[config.mk]
export PLATFORM = sky130hd
export DESIGN_NAME = sorted_priority_queue
export DESIGN_NICKNAME = d
export VERILOG_FILES = /design/src/hw/rtl/spq_pkg.sv /design/src/hw/rtl/spq_ctrl.sv /design/src/hw/rtl/spq_dp.sv /design/src/hw/rtl/sorted_priority_queue.sv
export SDC_FILE = /design/constraint.sdc
export NUM_CORES = 2
export LEC_CHECK = 0
export BUFFER_PORTS_ARGS = -buffer_cell sky130_fd_sc_hd__buf_2
export CORE_MARGIN = 2
export CORE_UTILIZATION = 23
export DETAILED_ROUTE_END_ITERATION = 8
export PLACE_DENSITY = 0.47
export RECOVER_POWER = 50
export SLEW_MARGIN = 10
export SYNTH_ARGS = -nofsm -noshare
export SYNTH_HDL_FRONTEND = slang
export SYNTH_SLANG_ARGS = --single-unit
[constraint.sdc]
create_clock -name clk -period 19.35 [get_ports clk]
set_clock_uncertainty 0.1 [all_clocks]
set_input_delay 2.9025 -clock clk [delete_from_list [all_inputs] [get_ports clk]]
set_output_delay 2.9025 -clock clk [all_outputs]
set_load 0.05 [all_outputs]
[src/hw/rtl/spq_pkg.sv]
package spq_pkg;

  localparam int QUEUE_DEPTH_DEF = 16;

  localparam logic [2:0] MODE_ENQ  = 3'd0;
  localparam logic [2:0] MODE_DEQ  = 3'd1;
  localparam logic [2:0] MODE_PEEK = 3'd2;
  localparam logic [2:0] MODE_FIND = 3'd3;
  localparam logic [2:0] MODE_READ = 3'd4;

  localparam logic [1:0] ST_OK       = 2'd0;
  localparam logic [1:0] ST_EMPTY    = 2'd1;
  localparam logic [1:0] ST_NOTFOUND = 2'd2;
  localparam logic [1:0] ST_FULL     = 2'd3;

  // index register operations
  localparam logic [2:0] IDX_HOLD = 3'd0;
  localparam logic [2:0] IDX_CNT  = 3'd1;
  localparam logic [2:0] IDX_ZERO = 3'd2;
  localparam logic [2:0] IDX_ONE  = 3'd3;
  localparam logic [2:0] IDX_POS  = 3'd4;
  localparam logic [2:0] IDX_INC  = 3'd5;
  localparam logic [2:0] IDX_DEC  = 3'd6;

  // memory address sources
  localparam logic [1:0] ADDR_IDX  = 2'd0;
  localparam logic [1:0] ADDR_IDXM = 2'd1;
  localparam logic [1:0] ADDR_ZERO = 2'd2;
  localparam logic [1:0] ADDR_POS  = 2'd3;

  // count operations
  localparam logic [1:0] CNT_HOLD = 2'd0;
  localparam logic [1:0] CNT_INC  = 2'd1;
  localparam logic [1:0] CNT_DEC  = 2'd2;

  // staged result entry sources
  localparam logic [1:0] ENT_NONE  = 2'd0;
  localparam logic [1:0] ENT_REQ   = 2'd1;
  localparam logic [1:0] ENT_RDATA = 2'd2;

  typedef struct packed {
    logic [7:0]  prio;
    logic [31:0] acct;
    logic [63:0] data;
  } entry_t;

  typedef struct packed {
    logic       load_req;
    logic [2:0] idx_op;
    logic       rd_en;
    logic [1:0] rd_sel;
    logic       wr_en;
    logic [1:0] wr_sel;
    logic       wr_from_req;
    logic [1:0] cnt_op;
    logic       stage;
    logic [1:0] stage_status;
    logic [1:0] stage_ent;
    logic       stage_pos_idx;
    logic       out_load;
  } cmd_t;

  typedef struct packed {
    logic [2:0] mode;
    logic       cnt_zero;
    logic       cnt_full;
    logic       idx_zero;
    logic       idx_eq_cnt;
    logic       pos_oor;
    logic       prio_gt;
    logic       acct_eq;
  } sts_t;

endpackage

[src/hw/rtl/spq_ctrl.sv]
module spq_ctrl (
  input  logic          clk,
  input  logic          rst,
  input  logic          in_valid,
  output logic          in_stall,
  output logic          out_valid,
  input  logic          out_stall,
  input  spq_pkg::sts_t sts,
  output spq_pkg::cmd_t cmd
);

  localparam logic [3:0] S_IDLE     = 4'd0;
  localparam logic [3:0] S_DISPATCH = 4'd1;
  localparam logic [3:0] S_INS_CHK  = 4'd2;
  localparam logic [3:0] S_INS_CMP  = 4'd3;
  localparam logic [3:0] S_DEQ_HEAD = 4'd4;
  localparam logic [3:0] S_DEQ_CHK  = 4'd5;
  localparam logic [3:0] S_DEQ_MOV  = 4'd6;
  localparam logic [3:0] S_PEEK     = 4'd7;
  localparam logic [3:0] S_FIND_CHK = 4'd8;
  localparam logic [3:0] S_FIND_CMP = 4'd9;
  localparam logic [3:0] S_RD_DATA  = 4'd10;
  localparam logic [3:0] S_FIN      = 4'd11;

  logic [3:0] state, state_next;
  logic       out_free;

  assign in_stall = (state != S_IDLE);
  assign out_free = !out_valid || !out_stall;

  always_comb begin
    cmd = '0;
    state_next = state;
    unique case (state)
      S_IDLE: begin
        if (in_valid) begin
          cmd.load_req = 1'b1;
          state_next = S_DISPATCH;
        end
      end
      S_DISPATCH: begin
        unique case (sts.mode) inside
          spq_pkg::MODE_ENQ: begin
            if (sts.cnt_full) begin
              cmd.stage = 1'b1;
              cmd.stage_status = spq_pkg::ST_FULL;
              state_next = S_FIN;
            end else begin
              cmd.idx_op = spq_pkg::IDX_CNT;
              state_next = S_INS_CHK;
            end
          end
          spq_pkg::MODE_DEQ, spq_pkg::MODE_PEEK: begin
            if (sts.cnt_zero) begin
              cmd.stage = 1'b1;
              cmd.stage_status = spq_pkg::ST_EMPTY;
              state_next = S_FIN;
            end else begin
              cmd.rd_en = 1'b1;
              cmd.rd_sel = spq_pkg::ADDR_ZERO;
              cmd.idx_op = spq_pkg::IDX_ONE;
              state_next = (sts.mode == spq_pkg::MODE_DEQ) ? S_DEQ_HEAD : S_PEEK;
            end
          end
          spq_pkg::MODE_FIND: begin
            cmd.idx_op = spq_pkg::IDX_ZERO;
            state_next = S_FIND_CHK;
          end
          spq_pkg::MODE_READ: begin
            if (sts.pos_oor) begin
              cmd.stage = 1'b1;
              cmd.stage_status = spq_pkg::ST_NOTFOUND;
              state_next = S_FIN;
            end else begin
              cmd.rd_en = 1'b1;
              cmd.rd_sel = spq_pkg::ADDR_POS;
              cmd.idx_op = spq_pkg::IDX_POS;
              state_next = S_RD_DATA;
            end
          end
          default: begin
            cmd.stage = 1'b1;
            cmd.stage_status = spq_pkg::ST_NOTFOUND;
            state_next = S_FIN;
          end
        endcase
      end
      S_INS_CHK: begin
        if (sts.idx_zero) begin
          cmd.wr_en = 1'b1;
          cmd.wr_sel = spq_pkg::ADDR_IDX;
          cmd.wr_from_req = 1'b1;
          cmd.cnt_op = spq_pkg::CNT_INC;
          cmd.stage = 1'b1;
          cmd.stage_status = spq_pkg::ST_OK;
          cmd.stage_ent = spq_pkg::ENT_REQ;
          cmd.stage_pos_idx = 1'b1;
          state_next = S_FIN;
        end else begin
          cmd.rd_en = 1'b1;
          cmd.rd_sel = spq_pkg::ADDR_IDXM;
          state_next = S_INS_CMP;
        end
      end
      S_INS_CMP: begin
        cmd.wr_en = 1'b1;
        cmd.wr_sel = spq_pkg::ADDR_IDX;
        if (sts.prio_gt) begin
          cmd.idx_op = spq_pkg::IDX_DEC;
          state_next = S_INS_CHK;
        end else begin
          cmd.wr_from_req = 1'b1;
          cmd.cnt_op = spq_pkg::CNT_INC;
          cmd.stage = 1'b1;
          cmd.stage_status = spq_pkg::ST_OK;
          cmd.stage_ent = spq_pkg::ENT_REQ;
          cmd.stage_pos_idx = 1'b1;
          state_next = S_FIN;
        end
      end
      S_DEQ_HEAD: begin
        cmd.stage = 1'b1;
        cmd.stage_status = spq_pkg::ST_OK;
        cmd.stage_ent = spq_pkg::ENT_RDATA;
        state_next = S_DEQ_CHK;
      end
      S_DEQ_CHK: begin
        if (sts.idx_eq_cnt) begin
          cmd.cnt_op = spq_pkg::CNT_DEC;
          state_next = S_FIN;
        end else begin
          cmd.rd_en = 1'b1;
          cmd.rd_sel = spq_pkg::ADDR_IDX;
          state_next = S_DEQ_MOV;
        end
      end
      S_DEQ_MOV: begin
        cmd.wr_en = 1'b1;
        cmd.wr_sel = spq_pkg::ADDR_IDXM;
        cmd.idx_op = spq_pkg::IDX_INC;
        state_next = S_DEQ_CHK;
      end
      S_PEEK: begin
        cmd.stage = 1'b1;
        cmd.stage_status = spq_pkg::ST_OK;
        cmd.stage_ent = spq_pkg::ENT_RDATA;
        state_next = S_FIN;
      end
      S_FIND_CHK: begin
        if (sts.idx_eq_cnt) begin
          cmd.stage = 1'b1;
          cmd.stage_status = spq_pkg::ST_NOTFOUND;
          state_next = S_FIN;
        end else begin
          cmd.rd_en = 1'b1;
          cmd.rd_sel = spq_pkg::ADDR_IDX;
          state_next = S_FIND_CMP;
        end
      end
      S_FIND_CMP: begin
        if (sts.acct_eq) begin
          cmd.stage = 1'b1;
          cmd.stage_status = spq_pkg::ST_OK;
          cmd.stage_ent = spq_pkg::ENT_RDATA;
          cmd.stage_pos_idx = 1'b1;
          state_next = S_FIN;
        end else begin
          cmd.idx_op = spq_pkg::IDX_INC;
          state_next = S_FIND_CHK;
        end
      end
      S_RD_DATA: begin
        cmd.stage = 1'b1;
        cmd.stage_status = spq_pkg::ST_OK;
        cmd.stage_ent = spq_pkg::ENT_RDATA;
        cmd.stage_pos_idx = 1'b1;
        state_next = S_FIN;
      end
      S_FIN: begin
        if (out_free) begin
          cmd.out_load = 1'b1;
          state_next = S_IDLE;
        end
      end
      default: state_next = S_IDLE;
    endcase
  end

  always_ff @(posedge clk) begin
    if (rst) begin
      state <= S_IDLE;
      out_valid <= 1'b0;
    end else begin
      state <= state_next;
      if (cmd.out_load) begin
        out_valid <= 1'b1;
      end else if (!out_stall) begin
        out_valid <= 1'b0;
      end
    end
  end

endmodule

[src/hw/rtl/spq_dp.sv]
module spq_dp #(
  parameter int QUEUE_DEPTH = spq_pkg::QUEUE_DEPTH_DEF
) (
  input  logic          clk,
  input  logic          rst,
  input  spq_pkg::cmd_t cmd,
  output spq_pkg::sts_t sts,
  input  logic [2:0]    mode,
  input  logic [7:0]    priority_req,
  input  logic [31:0]   account_key,
  input  logic [63:0]   payload_in,
  input  logic [3:0]    slot_index,
  output logic [1:0]    status,
  output logic [31:0]   account_out,
  output logic [63:0]   payload_out,
  output logic [7:0]    priority_out,
  output logic [3:0]    found_slot,
  output logic [4:0]    occupancy
);

  localparam int IW = $clog2(QUEUE_DEPTH);
  localparam int CW = $clog2(QUEUE_DEPTH + 1);

  spq_pkg::entry_t mem [QUEUE_DEPTH];
  spq_pkg::entry_t rdata;
  spq_pkg::entry_t req_ent;
  spq_pkg::entry_t stg_ent;
  spq_pkg::entry_t wdata;

  logic [2:0]    req_mode;
  logic [3:0]    req_pos;
  logic [CW-1:0] count, count_next;
  logic [CW-1:0] idx, idx_m1;
  logic [1:0]    stg_status;
  logic [CW-1:0] stg_pos;
  logic [IW-1:0] rd_addr, wr_addr;
  logic [31:0]   pos_w, stg_pos_w, count_w;

  assign idx_m1  = idx - CW'(1);
  assign pos_w   = 32'(req_pos);
  assign count_w = 32'(count);

  always_comb begin
    case (cmd.rd_sel)
      spq_pkg::ADDR_IDX:  rd_addr = idx[IW-1:0];
      spq_pkg::ADDR_IDXM: rd_addr = idx_m1[IW-1:0];
      spq_pkg::ADDR_POS:  rd_addr = pos_w[IW-1:0];
      default:            rd_addr = '0;
    endcase
    case (cmd.wr_sel)
      spq_pkg::ADDR_IDXM: wr_addr = idx_m1[IW-1:0];
      default:            wr_addr = idx[IW-1:0];
    endcase
    wdata = cmd.wr_from_req ? req_ent : rdata;
    case (cmd.cnt_op)
      spq_pkg::CNT_INC: count_next = count + CW'(1);
      spq_pkg::CNT_DEC: count_next = count - CW'(1);
      default:          count_next = count;
    endcase
  end

  always_ff @(posedge clk) begin
    if (cmd.wr_en) begin
      mem[wr_addr] <= wdata;
    end
    if (cmd.rd_en) begin
      rdata <= mem[rd_addr];
    end
  end

  always_ff @(posedge clk) begin
    if (rst) begin
      count <= '0;
    end else begin
      count <= count_next;
    end
  end

  always_ff @(posedge clk) begin
    if (cmd.load_req) begin
      req_mode     <= mode;
      req_pos      <= slot_index;
      req_ent.prio <= priority_req;
      req_ent.acct <= account_key;
      req_ent.data <= payload_in;
    end
    case (cmd.idx_op)
      spq_pkg::IDX_CNT:  idx <= count;
      spq_pkg::IDX_ZERO: idx <= '0;
      spq_pkg::IDX_ONE:  idx <= CW'(1);
      spq_pkg::IDX_POS:  idx <= pos_w[CW-1:0];
      spq_pkg::IDX_INC:  idx <= idx + CW'(1);
      spq_pkg::IDX_DEC:  idx <= idx_m1;
      default:           idx <= idx;
    endcase
    if (cmd.stage) begin
      stg_status <= cmd.stage_status;
      stg_pos    <= cmd.stage_pos_idx ? idx : '0;
      case (cmd.stage_ent)
        spq_pkg::ENT_REQ:   stg_ent <= req_ent;
        spq_pkg::ENT_RDATA: stg_ent <= rdata;
        default:            stg_ent <= '0;
      endcase
    end
  end

  assign stg_pos_w = 32'(stg_pos);

  always_ff @(posedge clk) begin
    if (cmd.out_load) begin
      status       <= stg_status;
      account_out  <= stg_ent.acct;
      payload_out  <= stg_ent.data;
      priority_out <= stg_ent.prio;
      found_slot   <= stg_pos_w[3:0];
      occupancy    <= count_w[4:0];
    end
  end

  assign sts.mode       = req_mode;
  assign sts.cnt_zero   = (count == '0);
  assign sts.cnt_full   = (count >= CW'(QUEUE_DEPTH));
  assign sts.idx_zero   = (idx == '0);
  assign sts.idx_eq_cnt = (idx == count);
  assign sts.pos_oor    = (pos_w >= count_w);
  assign sts.prio_gt    = (rdata.prio > req_ent.prio);
  assign sts.acct_eq    = (rdata.acct == req_ent.acct);

endmodule

[src/hw/rtl/sorted_priority_queue.sv]
// Sorted priority queue: entries kept in ascending priority number, ties in
// arrival order, QUEUE_DEPTH entries in a single-port-read memory.
// Input channel (in_valid / in_stall) carries one request word: mode,
// priority_req, account_key, payload_in, slot_index. Output channel
// (out_valid / out_stall) returns one result word per request.
// One request is in flight at a time; in_stall is high from acceptance until
// its result is loaded into the output register. Full, empty, out-of-range
// and unknown-mode requests finish without a memory access; peek and
// read-by-position do a single read. Enqueue, dequeue and find walk the
// entries one at a time: each step reads the memory, waits for the
// registered read data, then compares or writes back.
// Reset clears the entry count and the handshake state; memory contents are
// not cleared and are never returned before being written.
// When the receiver stalls, the result word holds; the next request may be
// accepted and worked on, and waits for the output register to free up.
module sorted_priority_queue #(
  parameter int QUEUE_DEPTH = spq_pkg::QUEUE_DEPTH_DEF
) (
  input  logic        clk,
  input  logic        rst,
  input  logic        in_valid,
  output logic        in_stall,
  input  logic [2:0]  mode,
  input  logic [7:0]  priority_req,
  input  logic [31:0] account_key,
  input  logic [63:0] payload_in,
  input  logic [3:0]  slot_index,
  output logic        out_valid,
  input  logic        out_stall,
  output logic [1:0]  status,
  output logic [31:0] account_out,
  output logic [63:0] payload_out,
  output logic [7:0]  priority_out,
  output logic [3:0]  found_slot,
  output logic [4:0]  occupancy
);

  spq_pkg::cmd_t cmd;
  spq_pkg::sts_t sts;

  spq_ctrl u_ctrl (
    .clk       (clk),
    .rst       (rst),
    .in_valid  (in_valid),
    .in_stall  (in_stall),
    .out_valid (out_valid),
    .out_stall (out_stall),
    .sts       (sts),
    .cmd       (cmd)
  );

  spq_dp #(
    .QUEUE_DEPTH (QUEUE_DEPTH)
  ) u_dp (
    .clk          (clk),
    .rst          (rst),
    .cmd          (cmd),
    .sts          (sts),
    .mode         (mode),
    .priority_req (priority_req),
    .account_key  (account_key),
    .payload_in   (payload_in),
    .slot_index   (slot_index),
    .status       (status),
    .account_out  (account_out),
    .payload_out  (payload_out),
    .priority_out (priority_out),
    .found_slot   (found_slot),
    .occupancy    (occupancy)
  );

endmodule

==> results.ini <==
[status]
status = finished, violations left
violations = max-capacitance violations, max-slew violations

[cts]
cts_resized = 0
clockBufferDepth = 4
clkTransAtPathRegs_ns = 0.06
cts_hold_buffers = 0
cts_tree = done
insertion_delay_ns = 0.92
clock-root-buffer = clkbuf_16
cts.sinks = 2119
cts-htree-levels = 4
cts_buffers = 234
cts_setup_buffers = 0

[sta]
rsz0062_at_grt = false
maxSlewViolCount = 1598
setup_viol_count_final = 0
layout_setup_ws_ns = 7.71
fin_tns_setup_ns = 0
layout_min_cycle_time_ns = 11.64
finalCritPeriodShare = 0.602
hold_viol_final = 0
relSlewSlack = -5.81
clock.fmax_ghz = 0.0859
worst_slew_pin_slew_ns = 10.21

[routing]
first_pass_iters = 6
drc = 0
drt-initial-drc-count = 5322
vias = 51188
ant_nets = 0
wire_per_inst_um = 25.6
vias_per_cell = 4.83
drt-total-wl_um = 271000

[floorplanning]
die-area_um2 = 368000
io_pins = 232
row_count = 221
die_y_um = 606
coreArea_um2 = 362000
die_w_um = 606
start_util = 0.231

[logic_synthesis]
synth-main-ff-cell = edfxtp_1
yosysWarnings = 0
syn_nets = 5663
synth-edff-count = 2109
seq_area_frac_synth = 0.761
syn_avg_cell_area_um2 = 15.1
syn_inst = 5527
ys_ff_latch = 2119
synth_largest_area_cell = edfxtp_1
synth_top_area_share = 0.759
async_reset_ff_frac = 0
ys_types = 64
synthTopCellsByArea = edfxtp_1, a22oi_1, a31oi_1
synth_area_um2 = 83500

[critical_path]
worstPathMaxFanout = 86
crit_required_ns = 19.45
worst_ep_arrival_time_ns = 11.74
slowest_delay_ns = 6.59
cp_top_family = buffers and inverters
critPathLaunchType = flop
cp_num_buf_inv = 3
endpoint_kind = flop
criticalPathCategory = flop to flop
crit_slowest_cell = clkbuf_1
path_common_cell = clkbuf_1
crit_chain = inv_1, ha_1, or4b_1, nand2_1, o2111a_1, o21ai_0, clkbuf_1, nor2_1, clkbuf_1

[placed_design]
placed_area_um2 = 89900
placed_cells = 10182
dpl_worst_slack_ns = 12.97
gp_congestion = 0.755
dp_hpwl_um = 137000
io_buffer_count = 231

[layout]
drive_gt1_frac = 0.0840
nNetsFinal = 5761
layout.cells.non_filler = 10608
areaGrowthSynthToFinish_pct = 15.7
final_cell_area_um2 = 96500
fin_util = 0.267

[global_routing]
antenna_found_initial = 14
grtUsageTotal = 0.142
grt_pass1_vias = 49970
grt_overflow = 0
grt_max_degree = 198
grt_pass1_wl_um = 380000

[power_and_ir_drop]
p_per_area_nw_per_um2 = 170
power_leakage_nw = 30.0
vdd_drop_max_mv = 0.213

[min_path]
min-delay-path-class = flop to flop

[flow_run]
maxCapViolations = 33

[metal layers]
layer,track usage,vias to the layer above,wire (um),share of wire
met4,0.0488,12,9380,0.035
met5,0,-,79,0.00029
met1,0.190,26815,117000,0.43
met2,0.235,1784,129000,0.48
met3,0.0196,388,15300,0.056
li1,-,22189,-,-
[logic make-up after synthesis]
| kind of cell | synth area share |
|---|---|
| flops | 0.761 |
| xor+xnor | 0.00472 |
| fa+ha+maj | 0.00324 |
| simple gates | 0.0437 |
| compound gates | 0.138 |
| mux | 0.0252 |
| buf+inv | 0.0243 |
[synth_stat cells (9+ instances only)]
library cell / number
edfxtp_1: 2109
nand2_1: 542
a31oi_1: 416
a22oi_1: 414
o21ai_0: 403
clkbuf_1: 368
a21oi_1: 230
mux2i_1: 208
a221o_1: 206
nor2_1: 160
nand3_1: 122
buf_2: 64
xor2_1: 39
o21ai_1: 36
inv_1: 30
buf_1: 23
ha_1: 20
nor3_1: 14
dfxtp_1: 10
nor4_1: 9
[path summary, 6_finish.rpt]
check	startpoint	endpoint	slack (ns)	cells after the start
worst max-delay path	u_dp.idx[0]	u_dp.mem[2][66]	7.71	9
worst min-delay path	u_dp.stg_ent[19]	u_dp.payload_out[19]	0.31	0
worst max register to register	u_dp.idx[0]	u_dp.mem[2][66]	7.71	9
worst min register to register	u_dp.stg_ent[19]	u_dp.payload_out[19]	0.31	0
[metrics by stage]
step / hold slack [ns] / power (mW)
floorplan: 0.300 / 10.3
global placement: 0.308 / 12.2
finish: 0.310 / 16.4
CTS: 0.313 / 16.6
global route: 0.315 / 17.2
detailed placement: 0.305 / 12.3
[power by group]
group	total [mW]	switching, mW	internal, mW
sequential	6.76	0.309	6.45
clock	4.26	1.88	2.38
combinational	5.41	3.97	1.45
[cell usage in the layout (no fill, tap or decap), drive strengths merged, types with 3 or more instances in the layout]
master and n:
a211o 3, a211oi 5, a21o 6, a21oi 230
a221o 206, a22oi 414, a31oi 416, and3 7
buf 150, bufinv 12, clkbuf 463, clkinv 111
clkinvlp 5, dfxtp 10, diode 3, edfxtp 2109
ha 20, inv 41, mux2i 208, nand2 542
nand2b 3, nand3 123, nand4 8, nor2 161
nor2b 5, nor3 14, nor4 9, o211ai 4
o21ai 439, o22ai 3, or3 5, xnor2 6
xor2 39
[flip-flops by register name, summed over array words and instances (netlist names), 3 cells and up]
name               cells
u_dp.found_slot        4
u_dp.rdata           104
u_dp.payload_out      64
u_dp.mem            1664
u_dp.priority_out      8
u_dp.req_pos           4
u_dp.occupancy         5
u_dp.stg_pos           4
u_dp.stg_ent         104
u_dp.req_ent         104
u_ctrl.state           4
u_dp.count             5
u_dp.req_mode          3
u_dp.idx               5
u_dp.account_out      32
[area by class of cell]
type | count | area, um2
fillers | 36817 | 265000
flip-flops and latches | 2119 | 63500
multi-input cells | 2910 | 18000
clock buffers | 283 | 6040
well taps | 4794 | 6000
repair buffers | 330 | 1710
clock inverters | 139 | 1140
inverters | 30 | 114
diodes | 3 | 7.51
No activity file was read; power rests on OpenSTA's default activity.
